File: config.mk
export PLATFORM = sky130hd
export DESIGN_NAME = cbez_div
export DESIGN_NICKNAME = d
export VERILOG_FILES = /design/src/design/cbez_pkg.sv /design/src/design/cbez_div.sv
export SDC_FILE = /design/constraint.sdc
export NUM_CORES = 2
export LEC_CHECK = 0
export BUFFER_PORTS_ARGS = -buffer_cell sky130_fd_sc_hd__buf_4
export CAP_MARGIN = 20
export CORE_MARGIN = 2
export CORE_UTILIZATION = 60
export DETAILED_ROUTE_END_ITERATION = 10
export PLACE_DENSITY_LB_ADDON = 0.08
export SLEW_MARGIN = 20
export SYNTH_ARGS = -nofsm -noshare
export SYNTH_HDL_FRONTEND = slang
export SYNTH_SLANG_ARGS = --single-unit
File: constraint.sdc
create_clock -name clk -period 7.1 [get_ports clk]
set_input_delay 0.355 -clock clk [delete_from_list [all_inputs] [get_ports clk]]
set_output_delay 0.355 -clock clk [all_outputs]
set_load 0.05 [all_outputs]
File: src/design/cbez_pkg.sv
// Shared constants and types of the cubic Bezier point generator.
package cbez_pkg;

  // Coordinate format and register width.
  localparam int COORD_W = 16;
  localparam int SEG_W = 6;
  localparam logic [SEG_W-1:0] SEG_RESET = 6'd32;
  localparam int MAX_SEGMENTS_DEF = 63;

  // Curve shape.
  localparam int NUM_CTRL = 4;
  localparam int NUM_AXES = 2;

  // Quotient bits resolved per divider stage, and the resulting stage count.
  localparam int DIV_STEP = 2;
  localparam int DIV_STAGES = COORD_W / DIV_STEP;

  // Curve queue between front and back (a power of two).
  localparam int QUEUE_DEPTH = 2;
  localparam int QPTR_W = $clog2(QUEUE_DEPTH);
  localparam int QCNT_W = $clog2(QUEUE_DEPTH + 1);

  // One queued curve: control points per axis and the interval count.
  typedef struct packed {
    logic [NUM_CTRL-1:0][COORD_W-1:0] ctrl_x;
    logic [NUM_CTRL-1:0][COORD_W-1:0] ctrl_y;
    logic [SEG_W-1:0]                 segs;
  } curve_t;

  // Sideband that travels with every point through the pipeline.
  typedef struct packed {
    logic vld;
    logic last;
  } pt_tag_t;

endpackage

File: src/design/cbez_div.sv
// Pipelined restoring divider for both axes; its last stage is the output register.
module cbez_div import cbez_pkg::*; #(
  parameter int MAX_SEGMENTS = MAX_SEGMENTS_DEF,
  localparam int DW = $clog2(MAX_SEGMENTS**3 + 1),
  localparam int NW = DW + COORD_W
) (
  input  logic                        clk,
  input  logic                        rst_n,
  input  logic                        adv_i,
  input  logic [NUM_AXES-1:0][NW-1:0] num_i,
  input  logic [DW-1:0]               den_i,
  input  pt_tag_t                     tag_i,
  output logic                        out_valid,
  output logic [COORD_W-1:0]          out_point_x,
  output logic [COORD_W-1:0]          out_point_y,
  output logic                        out_last_point
);

  // Per stage: partial remainder, and a word whose upper part holds the dividend
  // bits still to come while the quotient bits fill in from below.
  pt_tag_t [DIV_STAGES-1:0]                         tag_r;
  logic [DIV_STAGES-1:0][NUM_AXES-1:0][COORD_W-1:0] lq_r, lq_nxt;
  logic [DIV_STAGES-1:0][NUM_AXES-1:0][DW-1:0]      rem_nxt;
  logic [DIV_STAGES-2:0][NUM_AXES-1:0][DW-1:0]      rem_r;
  logic [DIV_STAGES-2:0][DW-1:0]                    den_r;

  // Each stage resolves DIV_STEP quotient bits by compare and subtract.
  always_comb begin
    logic [DW-1:0]      r;
    logic [COORD_W-1:0] lq;
    logic [DW-1:0]      d;
    logic [DW:0]        trial;
    for (int s = 0; s < DIV_STAGES; s++) begin
      for (int a = 0; a < NUM_AXES; a++) begin
        if (s == 0) begin
          d  = den_i;
          r  = num_i[a][NW-1:COORD_W];
          lq = num_i[a][COORD_W-1:0];
        end else begin
          d  = den_r[s-1];
          r  = rem_r[s-1][a];
          lq = lq_r[s-1][a];
        end
        for (int b = 0; b < DIV_STEP; b++) begin
          trial = {r, lq[COORD_W-1]};
          lq    = {lq[COORD_W-2:0], 1'b0};
          if (trial >= {1'b0, d}) begin
            trial = trial - {1'b0, d};
            lq[0] = 1'b1;
          end
          r = trial[DW-1:0];
        end
        rem_nxt[s][a] = r;
        lq_nxt[s][a]  = lq;
      end
    end
  end

  // Stage valid flags.
  always_ff @(posedge clk) begin
    if (!rst_n) begin
      for (int s = 0; s < DIV_STAGES; s++) begin
        tag_r[s].vld <= 1'b0;
      end
    end else if (adv_i) begin
      tag_r[0] <= tag_i;
      for (int s = 1; s < DIV_STAGES; s++) begin
        tag_r[s] <= tag_r[s-1];
      end
    end
  end

  // Stage data.
  always_ff @(posedge clk) begin
    if (adv_i) begin
      lq_r <= lq_nxt;
      for (int s = 0; s < DIV_STAGES - 1; s++) begin
        rem_r[s] <= rem_nxt[s];
        den_r[s] <= (s == 0) ? den_i : den_r[s-1];
      end
    end
  end

  // The quotient never exceeds the coordinate range, so no clamp is left to do.
  assign out_valid      = tag_r[DIV_STAGES-1].vld;
  assign out_last_point = tag_r[DIV_STAGES-1].last;
  assign out_point_x    = lq_r[DIV_STAGES-1][0];
  assign out_point_y    = lq_r[DIV_STAGES-1][1];

endmodule

Word-level counts from Yosys, hierarchy flattened
Cells that the tools add are included.
{ "totals": {"out_inout_bits": 34, "regBits": 650} }
{ "op_classes": {"add_sub_neg": 30, "reduce_logical": 1, "magnitude_cmp": 32, "n_mux": 62} }
{ "op_table": {"columns": ["operator", "count"], "rows": [
  ["greater-or-equal comparator 19 x 18 -> 1 bit", 32],
  ["two-way mux 18 bit", 30],
  ["subtractor 18 bit", 30],
  ["two-way mux 1 bit", 32],
  ["AND reduction 2 bit", 1]
]} }

Longest topological paths before layout
{ "logic_depth": {"word_depth": 4, "depth_mapped": 27, "ltp_nobuf": 24} }

Worst setup path after synthesis
Ideal clock, no wire load.
{ "synth_path": {"path_type": "register to register", "from": "register den_r[1] (netlist bit)", "to": "register rem_r[46] (netlist bit) (data pin)", "slack_ns": 1.286, "arrival_time_ns": 5.552, "setup_ns": 0.262, "stages_incl_launch_ff": 27, "required_ns": 6.838, "n_path_buf": 3, "path_cell_list": "edfxtp_1 -> inv_1 -> ha_1 -> nor2b_1 -> o211ai_1 -> nand3_1 -> a21oi_1 -> o31ai_1 -> a21oi_1 -> o211ai_1 -> buf_2 -> buf_2 -> nand2_1 -> o21ai_0 -> inv_1 -> ha_1 -> nor2b_1 -> o31a_1 -> o31a_1 -> nor4_2 -> or4b_1 -> a21boi_1 -> o21ai_1 -> a21o_1 -> a211oi_4 -> buf_6 -> mux2_1"} }
{ "synth_rtl": {"columns": ["element", "line", "source"], "rows": [
  ["start: declaration", "cbez_div.sv:25", "logic [DIV_STAGES-2:0][DW-1:0] den_r;"],
  ["start signal: indexed assignment", "cbez_div.sv:79", "den_r[s] <= (s == 0) ? den_i : den_r[s-1];"],
  ["end signal: indexed assignment", "cbez_div.sv:78", "rem_r[s] <= rem_nxt[s];"],
  ["end: declaration", "cbez_div.sv:24", "logic [DIV_STAGES-2:0][NUM_AXES-1:0][DW-1:0] rem_r;"]
]} }

==> key figures <==
Setup path
  • Required time worst endpoint: between 7 and 8 ns
  • Crit path arrival time: ~7.0 ns
  • Setup crit end kind: flip-flop
  • CP top delay family: compound AO/OA/AOI/OAI gates
  • Reg2reg setup slack: 0.50 ns
  • FF-to-FF path depth: 22
  • Worst reg2reg endpoint: rem_r[130]
  • Worst-path maximum fanout: 19
  • R2R Path Start: den_r[37]
  • Critical path's largest stage delay: between 0.5 and 0.6 ns
  • CP Launch Type: flip-flop
  • Crit Path Category: reg -> reg
  • Slowest-stage cell, CP: edfxtp_1
  • WP buf/inv: 3
  • Crit-path cells: inv_1 -> ha_1 -> nor2b_1 -> o31ai_2 -> a21oi_1 -> o41ai_2 -> o21ai_2 -> nor3_1 -> o211ai_1 -> buf_4 -> a21oi_1 -> ha_1 -> a211oi_1 -> a311oi_1 -> o21ai_0 -> a31oi_1 -> nor2_1 -> nand2_1 -> a21o_1 -> a211oi_4 -> buf_4 -> mux2_2

Timing
  • Setup TNS: 0 ns
  • Max-slew violations: 0
  • Worst-margin pin slew: around 1.1 ns
  • Peak Freq: ~150 MHz
  • Hold WS: 0.0391 ns
  • Final Hold Violating Endpoints: 0
  • Clock skew: 0.0343 ns
  • Rel. slew slack: a little over a quarter
  • Period utilization: 92.9%
  • RSZ-0062 raised after global routing: no
  • Min Clock Period, post-route: 6.60 ns
  • Setup violations, final: 0

Drt
  • Vias/cell: 6.08
  • DR pass1 iterations: 6
  • Avg WL per Cell: between 20 and 25 um
  • Initial DRC count: 2,841
  • Antenna-violating nets left: 0
  • Vias: 39,100
  • Routed WL: 135,000 um
  • # DRC: 0

Final layout
  • Fillers: 6,704
  • Area of the multi-input gates: 29,800 um^2
  • P&R area growth vs syn: 10.5%
  • Non-Filler Instances: about 6,400
  • Fin nets: 5,920
  • Ratio of cells with drive above 1 in the final layout: 12.3%
  • FF+latch area: 19,400 um^2

Floorplan
  • Initial core utilization: 60.3%
  • Die width: 296 um
  • Die area: about 87,000 um^2
  • Ports: roughly 130
  • CORE AREA: 84,700 um^2
  • Row count: between 100 and 150
  • Die Ht: 296 um

Synth
  • Synth top area cells: edfxtp_1 38%, ha_1 14%, mux2_2 5.7%, xnor2_1 4.8%, a21oi_1 4.2%
  • Synth area leader: edfxtp_1
  • Post-synthesis async set-or-reset flop share: 0%
  • Top_reg_cell synth: edfxtp_1
  • Synthesized instance count: between 5,000 and 6,000
  • Syn nets: 5,702
  • Register bit total from synthesis: 650
  • Synth top area share: a little under two fifths
  • Register area share after synthesis: 38.1%
  • Synth warn: 0
  • Synthesized area: 51,100 um^2
  • Syn Area/Cell: 10.2 um^2
  • Post-synth EDFFs: 642
  • Post-synthesis cell type count: 99

Place
  • Inst Count DP: approximately 6,200
  • RD Place Congestion: 0.977
  • I/O Buffers: around 120
  • Post-detail-place hpwl: 107,000 um

Clock network
  • Num Clock Sinks: 650
  • Clk buf depth: 3
  • Resize count post-CTS: 0
  • Worst-path clk slew: 0.06 ns
  • Root Driver: clkbuf_16
  • CTS Buf Count: 75
  • CTS tree: built
  • H-tree Lvls: 3
  • Clock Latency Late Sink: ~0.65 ns

Worst hold path
  • Min-Delay Path Class: in -> reg
  • Worst Min Path Start: tag_i[1]
  • Hold Path Depth: 3
  • WHS Endpoint: tag_r[1]

Global routing
  • Vias in the first global route: 37,500
  • Initial antenna violation count: 1
  • Largest net degree at the start of global routing: 170
  • First-pass GRT wire length: 207,000 um
  • GRT Util Overall: 30.7%
  • Gr ovfl total: 0

Status
  • Outcome: finished, final reports clean

Run
  • Maxcap violations: 0
## flip-flops by register name (all words and copies together) (netlist names)
name,flops
tag_r,14
rem_r,252
den_r,126
out_last_point,1
out_point_x,16
out_point_y,16
out_valid,1
lq_r,28
lq_nxt,196
## logic make-up (layout without fill, tap and decap cells)
group,count (synthesis),after routing,share of synthesized area (%)
buffers and inverters,447,725,3.69
xor gates and xnor gates,412,412,7.06
muxes,342,342,7.42
AOI/OAI and AO/OA,1386,1386,17.5
adders and majority gates,606,606,15.3
other,0,1,0
DFF,650,650,38.1
and+or+nand+nor,1162,1162,11.0
## cells in the final DEF (no fill, tap or decap), types with 76 or more instances in the layout
cell,n
a21o_1,201
a21oi_1,428
buf_4,194
clkbuf_16,78
edfxtp_1,642
ha_1,576
inv_1,340
mux2_2,259
nand2_1,275
nand4_1,79
nor2_1,353
nor2b_1,83
nor3_1,76
o21a_1,76
o21ai_0,286
xnor2_1,282
xor2_1,130
## worst max path at each step
stage	slack (ns)	startpoint	end	cells after the start
2_1_floorplan	1.29	den_r[1]	rem_r[46]	26
3_3_place_gp	0.71	den_r[37]	rem_r[130]	23
3_5_place_dp	0.65	den_r[37]	rem_r[130]	23
4_1_cts	0.59	den_r[37]	rem_r[130]	22
5_1_grt	0.05	den_r[37]	rem_r[130]	22
6_report	0.50	den_r[37]	rem_r[130]	22
## area by class of cell
| cell class | instances | share of cell area (%) |
|---|---|---|
| diodes | 1 | 0.00443 |
| clock buffers | 91 | 3.54 |
| clock inverters | 46 | 0.887 |
| inverters | 342 | 2.27 |
| multi-input cells | 3908 | 52.8 |
| flip-flops and latches | 650 | 34.4 |
| well taps | 1144 | 2.54 |
| repair buffers | 246 | 3.56 |
## worst min-delay path, stage by stage
cell	delay, ns
buf_4	0.08
mux2i_1	0.07
nor2b_1	0.12
## metal layers
layer / wire length, um / track usage, % / vias up
met2: 66800 / 53.7 / 1133
met4: 7560 / 16.1 / 0
li1: - / - / 19100
met3: 6720 / 3.78 / 354
met5: 0 / 0 / -
met1: 54300 / 37.0 / 18500
## through the flow
stage	util [%]	cell area (um^2)	setup slack (ns)
floorplan	-	51100	1.29
global placement	63.1	53500	0.706
CTS	66.6	56400	0.590
global route	66.6	56400	0.0528
finish	66.6	56500	0.504
detailed placement	63.1	53500	0.654
## synth_stat cells (29+ instances only)
cell type  number
and3_1         31
nand4_1        79
xnor2_1       282
nor2b_1        83
o21a_1         76
nand2b_1       67
a21o_1        201
a211oi_1       44
nand2_1       275
xor2_1        130
edfxtp_1      642
mux2i_1        59
nand3_1        60
nor2_1        353
a21oi_1       429
mux2_2        259
o21bai_1       49
a31oi_1        37
buf_4          39
clkbuf_1       40
o31ai_1        29
ha_1          576
fa_1           30
o21ai_0       287
nor3_1         76
inv_1         340
or3_1          30
## repair_timing
| action | 4_1_cts | 5_1_grt |
|---|---|---|
| endpoints found under the hold margin | 53 | 0 |
| hold buffers | 48 | 0 |
| buffers inserted | 0 | 0 |
Power is left out: the tool's default activity adds up to more than one toggle a clock period on the data nets, which glitch-free logic cannot reach.
