==> config.mk <==
export PLATFORM = sky130hd
export DESIGN_NAME = cbez_front
export DESIGN_NICKNAME = d
export VERILOG_FILES = /design/src/design/cbez_pkg.sv /design/src/design/cbez_front.sv
export SDC_FILE = /design/constraint.sdc
export NUM_CORES = 1
export LEC_CHECK = 0
export BUFFER_PORTS_ARGS = -buffer_cell sky130_fd_sc_hd__buf_4
export CORE_MARGIN = 2
export CORE_UTILIZATION = 56
export DETAILED_ROUTE_END_ITERATION = 8
export PLACE_DENSITY_LB_ADDON = 0.3
export SYNTH_ARGS = -nofsm -noshare
export SYNTH_HDL_FRONTEND = slang
export SYNTH_SLANG_ARGS = --single-unit
==> constraint.sdc <==
create_clock -name clk -period 11.1 [get_ports clk]
set_input_delay 0.555 -clock clk [delete_from_list [all_inputs] [get_ports clk]]
set_output_delay 0.555 -clock clk [all_outputs]
set_load 0.02 [all_outputs]
==> src/design/cbez_pkg.sv <==
// Shared constants and types of the cubic Bezier point generator.
package cbez_pkg;

  // Coordinate format and register width.
  localparam int COORD_W = 16;
  localparam int SEG_W = 6;
  localparam logic [SEG_W-1:0] SEG_RESET = 6'd32;
  localparam int MAX_SEGMENTS_DEF = 63;

  // Curve shape.
  localparam int NUM_CTRL = 4;
  localparam int NUM_AXES = 2;

  // Quotient bits resolved per divider stage, and the resulting stage count.
  localparam int DIV_STEP = 2;
  localparam int DIV_STAGES = COORD_W / DIV_STEP;

  // Curve queue between front and back (a power of two).
  localparam int QUEUE_DEPTH = 2;
  localparam int QPTR_W = $clog2(QUEUE_DEPTH);
  localparam int QCNT_W = $clog2(QUEUE_DEPTH + 1);

  // One queued curve: control points per axis and the interval count.
  typedef struct packed {
    logic [NUM_CTRL-1:0][COORD_W-1:0] ctrl_x;
    logic [NUM_CTRL-1:0][COORD_W-1:0] ctrl_y;
    logic [SEG_W-1:0]                 segs;
  } curve_t;

  // Sideband that travels with every point through the pipeline.
  typedef struct packed {
    logic vld;
    logic last;
  } pt_tag_t;

endpackage

==> src/design/cbez_front.sv <==
// Front end: accepts curves, normalizes the interval count and queues them.
module cbez_front import cbez_pkg::*; #(
  parameter int MAX_SEGMENTS = MAX_SEGMENTS_DEF
) (
  input  logic   clk,
  input  logic   rst_n,
  input  logic   in_valid,
  output logic   in_ready,
  input  curve_t curve_i,
  output logic   q_valid_o,
  output curve_t q_item_o,
  input  logic   q_pop_i
);

  curve_t            mem_r [QUEUE_DEPTH];
  logic [QPTR_W-1:0] wr_ptr_r, rd_ptr_r;
  logic [QCNT_W-1:0] cnt_r, cnt_nxt;
  logic [SEG_W-1:0]  segs_fix;
  curve_t            entry;
  logic              push;

  // Zero intervals become one, and counts above the maximum saturate.
  always_comb begin
    priority if (curve_i.segs == '0) begin
      segs_fix = SEG_W'(1);
    end else if (curve_i.segs > SEG_W'(MAX_SEGMENTS)) begin
      segs_fix = SEG_W'(MAX_SEGMENTS);
    end else begin
      segs_fix = curve_i.segs;
    end
    entry      = curve_i;
    entry.segs = segs_fix;
  end

  assign in_ready  = (cnt_r != QCNT_W'(QUEUE_DEPTH));
  assign push      = in_valid && in_ready;
  assign q_valid_o = (cnt_r != '0);
  assign q_item_o  = mem_r[rd_ptr_r];

  // Occupancy follows the push and pop of each cycle.
  always_comb begin
    unique case ({push, q_pop_i})
      2'b10:   cnt_nxt = cnt_r + 1'b1;
      2'b01:   cnt_nxt = cnt_r - 1'b1;
      default: cnt_nxt = cnt_r;
    endcase
  end

  // Queue pointers and fill count.
  always_ff @(posedge clk) begin
    if (!rst_n) begin
      wr_ptr_r <= '0;
      rd_ptr_r <= '0;
      cnt_r    <= '0;
    end else begin
      cnt_r <= cnt_nxt;
      if (push) begin
        wr_ptr_r <= wr_ptr_r + 1'b1;
      end
      if (q_pop_i) begin
        rd_ptr_r <= rd_ptr_r + 1'b1;
      end
    end
  end

  // Queue storage is written on every input transfer.
  always_ff @(posedge clk) begin
    if (push) begin
      mem_r[wr_ptr_r] <= entry;
    end
  end

endmodule

# Word-level counts from Yosys, hierarchy flattened
# Memories as Yosys holds them, arrays and structs flattened. A register that Yosys moved wholly into a read port is not among the register bits.
# Cells that the tools add are included.
# word_totals
wordCells	23
out_inout_bits	136
inputBits	138
mem_bits_rw	268
memories	1
regBits	4
# op_classes
magnitude_cmp	1
reduce_logical	4
mux	7
add_sub_neg	4
n_eq_ne	3
# memory_table
memory	words	width	read_ports	rd_clocked_by_memory_dff	wr	line	rtl
mem_r	2	134	1	1	1	cbez_front.sv:15	curve_t mem_r [QUEUE_DEPTH];
# ops
cell	count
6-bit two-way mux	2
6-bit greater-than comparator, second input constant	1
6-bit zero test	1
1-bit two-way mux	4
2-bit one-hot mux with 2 select lines	1
2-bit nonzero test	2
1-bit adder, second input constant	2
2-bit by 1-bit adder with 2-bit output, second input constant	1
2-bit by 1-bit == test with 1-bit output, second input constant	1
2-bit == test, second input constant	1
2-bit inequality test, second input constant	1
2-bit by 1-bit subtractor with 2-bit output, second input constant	1
1-bit logical AND	1

# Longest topological paths before layout
# Gate-level depths: netlist of run 1.
# depth
depth_word	4
mapped_depth	6
mapped_depth_nobuf	6

# Worst setup path before layout of run 1
# No wires, ideal clock.
# synth_path
path_type	register -> register
startpoint	register cnt_r[0]
endpoint	memory mem_r[1][0] in the netlist's numbering (enable)
arrival_ps	3851
path_buffers	0
path_slack_ps	6738
setup_ps	510
period_less_slack_ps	4362
path_stages_with_launch	3
required_ps	10590
path_cell_list	dfxtp_1 nand2b_1 and3_1
# synth_via
elab_chain_len	4
# synth_lines
element	line	rtl
start, declared	cbez_front.sv:17	logic [QCNT_W-1:0] cnt_r, cnt_nxt;
start signal, assigned	cbez_front.sv:56	cnt_r <= cnt_nxt;
2-bit inequality test	cbez_front.sv:35	assign in_ready = (cnt_r != QCNT_W'(QUEUE_DEPTH));
via in_ready	cbez_front.sv:8	output logic in_ready,
1-bit logical AND	cbez_front.sv:36	assign push = in_valid && in_ready;
1-bit two-way mux	cbez_front.sv:68	if (push) begin
1-bit two-way mux (implied by the code)	cbez_front.sv:69	mem_r[wr_ptr_r] <= entry;
end, declared	cbez_front.sv:15	
# The timed path passes the listed nets, and every way through them passes these cells.

==> results of run 1 <==
-- registers in the layout, summed over array words and instances (netlist names), named ones only --
name      count
rd_ptr_r      1
mem_r       268
wr_ptr_r      1
cnt_r         2
-- power by group --
part           switching, W  total (W)  internal (W)  leakage (nW)
logic              0.000219   0.000424      0.000205          2.11
clock network      0.000341   0.000783      0.000442         0.371
registers         0.0000335    0.00128       0.00124          2.55
-- worst register-to-register path, cell delays in order (launching register included) --
cell,delay [ps]
dfxtp_1,410
nand2b_1,230
and3_4,820
buf_4,880
-- stage by stage --
step,utilization (%),std cells,instance area [sq um],hold slack (ps)
final,73.5,977,13200,219
after detailed placement,69.2,932,12400,504
after floorplan,-,447,10200,466
after global placement,69.2,932,12400,476
after CTS,73.5,977,13200,202
after global routing,73.5,977,13200,202
-- layout make-up --
| class | count | area (sq um) |
|---|---|---|
| tap | 229 | 287 |
| multi-input combinational | 153 | 1880 |
| clock buffer | 34 | 702 |
| inverter | 1 | 8.76 |
| clock inverter | 11 | 51.3 |
| fill | 1069 | 4750 |
| timing repair buffer | 276 | 2070 |
| sequential | 273 | 8150 |
-- Yosys cell counts --
| master | instances |
|---|---|
| a21boi_0 | 1 |
| xor2_1 | 1 |
| buf_2 | 7 |
| or4_1 | 1 |
| clkbuf_1 | 5 |
| xnor2_1 | 2 |
| and3_1 | 1 |
| and2_1 | 3 |
| edfxtp_1 | 268 |
| or2_2 | 1 |
| inv_1 | 1 |
| nand2_1 | 1 |
| o21ai_0 | 1 |
| a21boi_1 | 1 |
| nand3b_1 | 1 |
| o21bai_1 | 1 |
| nand2b_1 | 1 |
| or3_1 | 1 |
| buf_6 | 8 |
| a21bo_2 | 1 |
| dfxtp_1 | 5 |
| mux2_4 | 60 |
| mux2_2 | 74 |
| ha_1 | 1 |
-- layer usage --
layer / up-vias / GRT usage (%) / share of wire, %
li1: 2331 / - / -
met1: 2499 / 23.2 / 39
met2: 233 / 31.9 / 50
met3: 39 / 5.25 / 8.9
met4: 0 / 6.38 / 2.8
met5: - / 0 / 0
-- worst max-delay path by stage --
stage | start | to | slack [ps] | cells after the start
after floorplan | cnt_r[0]$_SDFFE_PN0P_ | mem_r[1][0]$_DFFE_PP_ | 6740 | 2
after global placement | flip-flop | q_item_o[39] | 7940 | 3
after detailed placement | flip-flop | q_item_o[30] | 7900 | 3
after CTS | flip-flop | q_item_o[30] | 7360 | 3
after global routing | flip-flop | q_item_o[32] | 7230 | 3
final | flip-flop | q_item_o[39] | 7420 | 3
-- logic make-up after synthesis --
logic type               share of synthesized area (%)
AO/OA/AOI/OAI                                    0.369
XOR/XNOR                                         0.258
adder cells (fa/ha/maj)                          0.123
buffers and inverters                             1.45
flip-flops                                        80.1
multiplexers                                      17.1
AND/OR/NAND/NOR                                  0.615
==> metrics.yaml, run 1 <==
yosys:
  synth_area_sq_mm: 0.0102
  synth_top_area_share_pct: 79.1
  ys_seq_area_share_pct: 80.1
  synth-seq-cells: 273
  syn_area_per_cell_sq_um: 22.7
  yosysWarnings: 0
  synthTopCellsByArea: "edfxtp_1, mux2_4, mux2_2"
  ys_types: 24
  syn-instance-count: 447
  synth_fp_nets: 586
  synth.largest_area_cell: "edfxtp_1"
clock_network:
  cts_root_buf: "clkbuf_16"
  cts_tree: "built"
  ctsResizeCount: 0
  numCtsBuffers: 27
  clk_latency_ps: 510
  htreeDepth: 1
  post-cts-setup-buffers: 0
  clock_path_buffers: 3
  numClockSinks: 273
  hold_buffers: 0
  path_clk_slew_ps: 60
placement:
  place_worst_setup_slack_ps: 7900
  place_congestion: 0.770
  io_buffers: 273
  dp_hpwl_microns: 12500
floorplanning:
  pin_count: 274
  num_rows: 49
  core_area_sq_mm: 0.0179
  die-area_sq_mm: 0.0193
  die_x_microns: 139
  die_h_microns: 139
  start_util_pct: 56.8
setup_path:
  crit_family: "flip-flops"
  r2r_end: "mem_r[1][95]$_DFFE_PP_"
  endpoint_kind: "output port"
  worst_path_max_delay_cell: "dfxtp_4"
  rr_worst_depth: 3
  cp_data_required_time_ps: 10550
  cp_num_buf_inv: 2
  arrival_ps: 3130
  slowest_delay_ps: 1050
  reg2reg_slack_ps: 8350
  crit_chain: "buf_4 > mux2_2 > buf_4"
  cpMostUsedCell: "buf_4"
  startpoint_type: "flip-flop"
  timing.rr.start: "cnt_r[0]$_SDFFE_PN0P_"
  crit_fanout: 75
  criticalPathCategory: "flip-flop to output port"
timing:
  timing.fmax_mhz: 271
  setup_viol: 0
  slew_violations: 0
  final-hold-violation-count: 0
  layout_min_cycle_time_ps: 3680
  relSlewSlack_pct: 28.3
  setup_slack_ps: 7420
  finClkSkew_ps: 11.9
  rsz0062_at_grt: "false"
  fin_crit_sh_pct: 33.2
  worst_pin_slew_ps: 1080
  finalSetupTns_ps: 0
route:
  detail_route.iter0.violations: 295
  final_antenna_net_count: 0
  vias: 5102
  routed_wl_microns: 18700
  drc: 0
  via_per_inst: 5.22
  wl_per_cell_microns: 19.2
  drtPass1Iterations: 7
global_route:
  grt_usage_pct: 18.6
  antenna_found_initial: 0
  grt_pass1_wl_microns: 28200
  grt_max_degree: 76
  grt_overflow: 0
  grt_pass1_vias: 5360
hold_path:
  hp-start: "curve_i[58]"
  hold_class: "primary input to flip-flop"
  holdPathStages: 1
  min_to: "mem_r[0][58]$_DFFE_PP_"
finish:
  final_common_cell: "buf_4"
  diodes: 0
  drive_above_1_share_pct: 59.8
  syn2layout_area_growth_pct: 29.3
  nets: 871
  most-common-layout-cells: "buf_4, edfxtp_1, mux2_2, mux2_4, clkbuf_16"
power:
  worst_ir_drop_vdd_mv: 0.138
  p_per_area_mw_per_mm2: 189
  total_power_w: 0.00248
  p_leak_nw: 5.03
run_status:
  status: "finished clean"
run:
  cap_viol_max_count: 0
Note: power is estimated with default switching activity, not from simulation.
==> run 2: changes to the inputs <==
- ABC_AREA: unset -> 1
- CORE_UTILIZATION: 56 -> 52
- clock period: 11.1 -> 3.85 ns (I/O delays scaled with it)
==> run 2 against run 1 <==
Against the previous run:
- utilization is 2.7 points higher
- die area up 7.5%
- via count up 11%
- routed wire length increased by 15%
- flip-flop and latch count unchanged
- sequential share of layout area down 6.6 points
- cell area rose by 12%
- first-iteration DRC count is 19% higher
==> metrics.yaml, run 2 <==
yosys:
  synth-xor-area-share_pct: 0  # was 0.258%
  syn_area_per_cell_sq_um: 22.2  # was 22.7 sq um
  syn-instance-count: 459  # was 447
  synthFlopType: "edfxtp_1"  # unchanged
  ys_types: 17  # was 24
  yosys.area_share.simple_pct: 0.948  # was 0.615%
  synthTopCellsByArea: "edfxtp_1, mux2_4, mux2_2"  # unchanged
  yosysMostFrequentCell: "edfxtp_1"  # unchanged
  ys_seq_area_share_pct: 80.1  # about the same
  synth_area_sq_mm: 0.0102  # about the same
  yosys.area_share.adder_pct: 0.123  # about the same
  synthMuxAreaShare_pct: 17.1  # about the same
  synth_edf_count: 268  # unchanged
  async_flop_share_pct: 0  # unchanged
  synth_top_family_by_area: "multiplexers"  # unchanged
  synth-seq-cells: 273  # unchanged
  synth_fp_nets: 598  # was 586
  synth_top_area_share_pct: 79.2  # was 79.1%
  synth.largest_area_cell: "edfxtp_1"  # unchanged
  synth_compound_area_share_pct: 0.172  # was 0.369%
  ys_top_cells_by_count: "edfxtp_1, mux2_2, mux2_4"  # unchanged
  yosysWarnings: 0  # unchanged
clock_network:
  clk_latency_ps: 520  # was 510 ps
  path_clk_slew_ps: 60  # about the same
  clock_path_buffers: 3  # unchanged
  htreeDepth: 1  # unchanged
  cts_tree: "built"  # unchanged
  post-cts-setup-buffers: 0  # unchanged
  numClockSinks: 273  # unchanged
  numCtsBuffers: 28  # was 27
  cts_root_buf: "clkbuf_16"  # unchanged
finish:
  largestRegisters: "mem_r x268, cnt_r x2"  # unchanged
  largest_reg_flops: 268  # unchanged
  largest-register: "mem_r"  # unchanged
  nets: 1025  # was 871
  syn2layout_area_growth_pct: 44.8  # was 29.3%
  drive_above_1_share_pct: 50.7  # was 59.8%
  final_common_cell: "buf_4"  # unchanged
  final_area_sq_mm: 0.0147  # was 0.0132 sq mm
  final_util_pct: 76.1  # was 73.5%
  most-common-layout-cells: "buf_4, edfxtp_1, dlygate4sd3_1, mux2_2, mux2_4"  # was buf_4, edfxtp_1, mux2_2, mux2_4, clkbuf_16
power:
  combinationalPowerShare_pct: 16.1  # was 17.1%
  worst_ir_drop_vdd_mv: 0.387  # was 0.138 mV
  p_per_area_mw_per_mm2: 493  # was 189 mW/mm^2
  p_sw_w: 0.00167  # was 0.000594 W
  pwr-share-seq_pct: 49.5  # was 51.4%
  p_clk_share_pct: 34.4  # was 31.5%
  p_leak_nw: 5.71  # was 5.03 nW
  p_int_w: 0.00558  # was 0.00189 W
  swShare_pct: 23.0  # was 23.9%
floorplanning:
  core_area_sq_mm: 0.0193  # was 0.0179 sq mm
  pin_count: 274  # unchanged
  die_h_microns: 144  # was 139 microns
  num_rows: 51  # was 49
  die_x_microns: 144  # was 139 microns
  die-area_sq_mm: 0.0207  # was 0.0193 sq mm
  start_util_pct: 52.6  # was 56.8%
route:
  route.met2.wl_microns: 11100  # was 9290 microns
  routed_wl_microns: 21500  # was 18,700 microns
  routed.top_layer: "met4"  # unchanged
  drtPass1Iterations: 6  # was 7
  vias: 5665  # was 5,102
  final_antenna_net_count: 0  # unchanged
  via_per_inst: 4.85  # was 5.22
  wl_per_cell_microns: 18.4  # was 19.2 microns
  detail_route.iter0.violations: 351  # was 295
  drc: 0  # unchanged
  m1WireLength_microns: 8360  # was 7250 microns
  wl_met3_microns: 1690  # was 1660 microns
setup_path:
  cp_data_required_time_ps: 3660  # was 10,550 ps
  cp_num_buf_inv: 2  # unchanged
  crit_chain: "buf_4 > mux2_2 > buf_4"  # unchanged
  endpoint_kind: "output port"  # unchanged
  crit_family: "buffers and inverters"  # was flip-flops
  cpMostUsedCell: "buf_4"  # unchanged
  worst_path_max_delay_cell: "buf_4"  # was dfxtp_4
  startpoint_type: "flip-flop"  # unchanged
  arrival_ps: 2200  # was 3130 ps
  slowest_delay_ps: 610  # was 1050 ps
  criticalPathCategory: "flip-flop to output port"  # unchanged
  crit_fanout: 56  # was 75
timing:
  worst_pin_slew_ps: 847  # was 1080 ps
  setup_viol: 0  # unchanged
  layout_min_cycle_time_ps: 2390
  relSlewSlack_pct: 43.5  # was 28.3%
  timing.fmax_mhz: 419
  final-hold-violation-count: 0  # unchanged
  rsz0062_at_grt: "false"  # unchanged
  slew_violations: 0  # unchanged
  fin_crit_sh_pct: 62.1
  finClkSkew_ps: 13.9  # was 11.9 ps
global_route:
  grt_pass1_vias: 6234  # was 5,360
  antenna_found_initial: 1  # was 0
  grt_pass1_wl_microns: 31800  # was 28,200 microns
  grt_overflow: 0  # unchanged
  grt_max_degree: 73  # was 76
  grt_usage_pct: 20.1  # was 18.6%
placement:
  dp_hpwl_microns: 13200  # was 12,500 microns
  io_buffers: 273  # unchanged
  place_congestion: 0.723  # was 0.770
  placed_area_sq_mm: 0.0125  # was 0.0124 sq mm
run:
  cap_viol_max_count: 0  # unchanged
run_status:
  status: "finished clean"  # unchanged
hold_path:
  hold_class: "primary input to flip-flop"  # unchanged
-- run 2: path summary, 6_finish.rpt --
check	startpoint	end	slack (ps)	cells after the start
worst max-delay path	flip-flop	q_item_o[23]	1460	3
worst min-delay path	in_valid	wr_ptr_r$_SDFFE_PN0P_	200	5
worst max register to register	cnt_r[0]$_SDFFE_PN0P_	mem_r[1][89]$_DFFE_PP_	1830	5
worst min register to register	rd_ptr_r$_SDFFE_PN0P_	rd_ptr_r$_SDFFE_PN0P_	510	2
-- run 2: kinds of logic after synthesis --
kind of cell	Yosys count
DFF	273
and+or+nand+nor	24
adders and majority gates	1
AOI/OAI and AO/OA	3
buffers and inverters	24
muxes	134
-- run 2: per-stage QoR --
| stage | setup WS [ps] | hold WS [ps] | cells | setup TNS [ps] | total power (W) |
|---|---|---|---|---|---|
| floorplan | -859 | 291 | 459 | -228310 | 0.00425 |
| global placement | 2000 | 377 | 985 | 0 | 0.00466 |
| detailed placement | 1850 | 380 | 985 | 0 | 0.00470 |
| CTS | 1460 | 180 | 1167 | 0 | 0.00730 |
| global route | 1380 | 250 | 1168 | 0 | 0.00751 |
| finish | 1460 | 205 | 1168 | 0 | 0.00725 |
-- run 2: what timing repair did --
item | in CTS | in global routing
gates resized for setup | 0 | 0
endpoints found under the hold margin | 273 | 0
endpoints found under the setup margin | 0 | 0
hold buffers | 136 | 0
-- run 2: power groups by stage --
stage / Sequential, W / Clock (W) / Combinational [W]
6_report: 0.00359 / 0.00250 / 0.00117
5_1_grt: 0.00360 / 0.00267 / 0.00124
4_1_cts: 0.00359 / 0.00254 / 0.00117
3_5_place_dp: 0.00365 / 0 / 0.00105
3_3_place_gp: 0.00363 / 0 / 0.00103
2_1_floorplan: 0.00365 / 0 / 0.000599
-- run 2: layout make-up --
class                           instances  area [sq um]
Timing Repair Buffer                  417          3480
Antenna cell                            1          2.50
Inverter                                4          15.0
Fill cell                            1071          4620
Clock inverter                          7          36.3
Sequential cell                       273          8150
Tap cell                              265           332
Multi-Input combinational cell        162          1880
Clock buffer                           39           823
-- run 2: routing by layer --
metal  GRT usage [%]  vias to the layer above
li1                -                     2647
met1            23.3                     2759
met2            36.7                      228
met3            5.76                       31
met4            5.06                        0
met5               0                        -
-- run 2: worst reg2reg max path: stages (launching register included) --
cell	delay, ps
dfxtp_1	390
inv_1	100
nand2_1	100
nand2_1	180
nor2_4	160
buf_4	680
==> run 3: changes to the inputs <==
- CORE_UTILIZATION: 52 -> 47
- clock period: 3.85 -> 2.15 ns (I/O delays scaled with it)
==> run 3 against run 2 <==
Against the previous run:
- register-to-register slack got worse by 1200 ps
- clock power increased by 86%
- highest routed layer unchanged
- utilization shrank 5.8 points
- via count is 2.3% higher
- non-clock buffer count is the same
- first-iteration DRC count down 20%
- largest cell class unchanged
- largest power group unchanged
- critical path type unchanged
- critical endpoint is now q_item_o[39]
==> metrics.yaml, run 3 (synthesis results as in run 2) <==
clock_network:
  post-cts-setup-buffers: 0  # unchanged
  path_clk_slew_ps: 60  # about the same
  numCtsBuffers: 28  # unchanged
  cts_root_buf: "clkbuf_16"  # unchanged
  htreeDepth: 1  # unchanged
  clock_path_buffers: 3  # unchanged
  cts_tree: "built"  # unchanged
  numClockSinks: 273  # unchanged
  clk_latency_ps: 520  # about the same
setup_path:
  endpoint: "q_item_o[39]"  # was q_item_o[23]
  cp_data_required_time_ps: 2040  # was 3660 ps
  startpoint_type: "flip-flop"  # unchanged
  crit_fanout: 47  # was 56
  endpoint_kind: "output port"  # unchanged
  timing.rr.start: "cnt_r[0]$_SDFFE_PN0P_"  # unchanged
  r2r_end: "mem_r[1][64]$_DFFE_PP_"  # was mem_r[1][89]$_DFFE_PP_
  reg2reg_slack_ps: 610  # was 1830 ps
  criticalPathCategory: "flip-flop to output port"  # unchanged
  rr_worst_depth: 5  # unchanged
  arrival_ps: 1860  # was 2200 ps
route:
  drtPass1Iterations: 4  # was 6
  drc: 0  # unchanged
  routed_wl_microns: 22200  # was 21,500 microns
  vias: 5797  # was 5,665
  detail_route.iter0.violations: 282  # was 351
  via_per_inst: 4.90  # was 4.85
  wl_per_cell_microns: 18.8  # was 18.4 microns
  final_antenna_net_count: 0  # unchanged
global_route:
  grt_usage_pct: 18.5  # was 20.1%
  grt_pass1_vias: 6331  # was 6,234
  antenna_found_initial: 0  # was 1
  grt_max_degree: 95  # was 73
  grt_pass1_wl_microns: 32500  # was 31,800 microns
  grt_overflow: 0  # unchanged
timing:
  final-hold-violation-count: 0  # unchanged
  rsz0062_at_grt: "false"  # unchanged
  slew_violations: 0  # unchanged
  layout_min_cycle_time_ps: 1960
  relSlewSlack_pct: 70.5  # was 43.5%
  fin_crit_sh_pct: 91.4
  timing.fmax_mhz: 509
  worst_pin_slew_ps: 443  # was 847 ps
  finClkSkew_ps: 15.7  # was 13.9 ps
  setup_viol: 0  # unchanged
finish:
  largest_reg_flops: 268  # unchanged
  largestRegisters: "mem_r x268, cnt_r x2"  # unchanged
  fillers: 1328  # was 1,071
  syn2layout_area_growth_pct: 46.3  # was 44.8%
  drive_above_1_share_pct: 50.7  # about the same
  nets: 1025  # unchanged
  largest-register: "mem_r"  # unchanged
  final_common_cell: "buf_4"  # unchanged
  final_area_sq_mm: 0.0149  # was 0.0147 sq mm
  most-common-layout-cells: "buf_4, edfxtp_1, dlygate4sd3_1, mux2_2, mux2_4"  # unchanged
power:
  worst_ir_drop_vdd_mv: 0.726  # was 0.387 mV
  p_leak_nw: 5.75  # was 5.71 nW
  p_per_area_mw_per_mm2: 889  # was 493 mW/mm^2
  total_power_w: 0.0132  # was 0.00725 W
placement:
  dp_hpwl_microns: 12700  # was 13,200 microns
  place_congestion: 0.721  # was 0.723
  placed_area_sq_mm: 0.0126  # was 0.0125 sq mm
  io_buffers: 273  # unchanged
floorplanning:
  pin_count: 274  # unchanged
  core_area_sq_mm: 0.0212  # was 0.0193 sq mm
  die-area_sq_mm: 0.0228  # was 0.0207 sq mm
  die_h_microns: 151  # was 144 microns
  die_x_microns: 151  # was 144 microns
  num_rows: 53  # was 51
  start_util_pct: 48.1  # was 52.6%
run:
  cap_viol_max_count: 0  # unchanged
hold_path:
  hold_class: "primary input to flip-flop"  # unchanged
run_status:
  status: "finished clean"  # unchanged
## run 3: how the worst min path moves through the flow
stage,startpoint,slack (ps),to,cells past startpoint
floorplan,curve_i[100],210,mem_r[0][100]$_DFFE_PP_,0
global placement,curve_i[129],290,mem_r[0][129]$_DFFE_PP_,1
detailed placement,curve_i[121],290,mem_r[0][121]$_DFFE_PP_,1
CTS,curve_i[13],280,mem_r[0][13]$_DFFE_PP_,2
global route,curve_i[63],300,mem_r[1][63]$_DFFE_PP_,2
finish,curve_i[56],310,mem_r[0][56]$_DFFE_PP_,2
## run 3: routing by layer
metal,vias to the layer above,part of all wire (%),GRT usage (%)
met2,242,52,33.5
met5,-,0,0
met4,0,2.5,6.40
met3,50,7.3,4.49
li1,2652,-,-
met1,2853,38,21.4
## run 3: worst max-delay path, stage by stage (launching register included)
cell	delay, ps
dfxtp_4	400
clkbuf_16	320
mux2_2	390
buf_4	160
## run 3: timing repair
item / 4_1_cts / 5_1_grt
endpoints found under the hold margin: 273 / 0
resized for setup: 0 / 1
endpoints found under the setup margin: 0 / 19
hold buffers: 137 / 0
## run 3: cell type report
cell class                      count  area, sq um  area share (%)
Antenna cell                        1         2.50          0.0168
Inverter                            4         15.0           0.101
Clock buffer                       43          808            5.43
Sequential cell                   273         8150            54.8
Timing Repair Buffer              417         3570            24.0
Multi-Input combinational cell    162         1890            12.7
Tap cell                          275          344            2.31
Clock inverter                      7         85.1           0.572
## run 3: power breakdown
| part | total [W] | switching [W] | internal (W) |
|---|---|---|---|
| sequential | 0.00642 | 0.000106 | 0.00632 |
| clock | 0.00466 | 0.00185 | 0.00281 |
| combinational | 0.00214 | 0.00107 | 0.00107 |
## run 3: per-stage QoR
step / hold WS [ps] / setup slack [ps] / utilization [%] / instances / setup TNS (ps)
detailed placement: 295 / 586 / 59.4 / 993 / 0
global placement: 292 / 596 / 59.4 / 993 / 0
CTS: 281 / 17.4 / 70.1 / 1180 / 0
global route: 298 / 132 / 70.3 / 1181 / 0
finish: 306 / 185 / 70.3 / 1182 / 0
floorplan: 206 / -845 / - / 459 / -223180
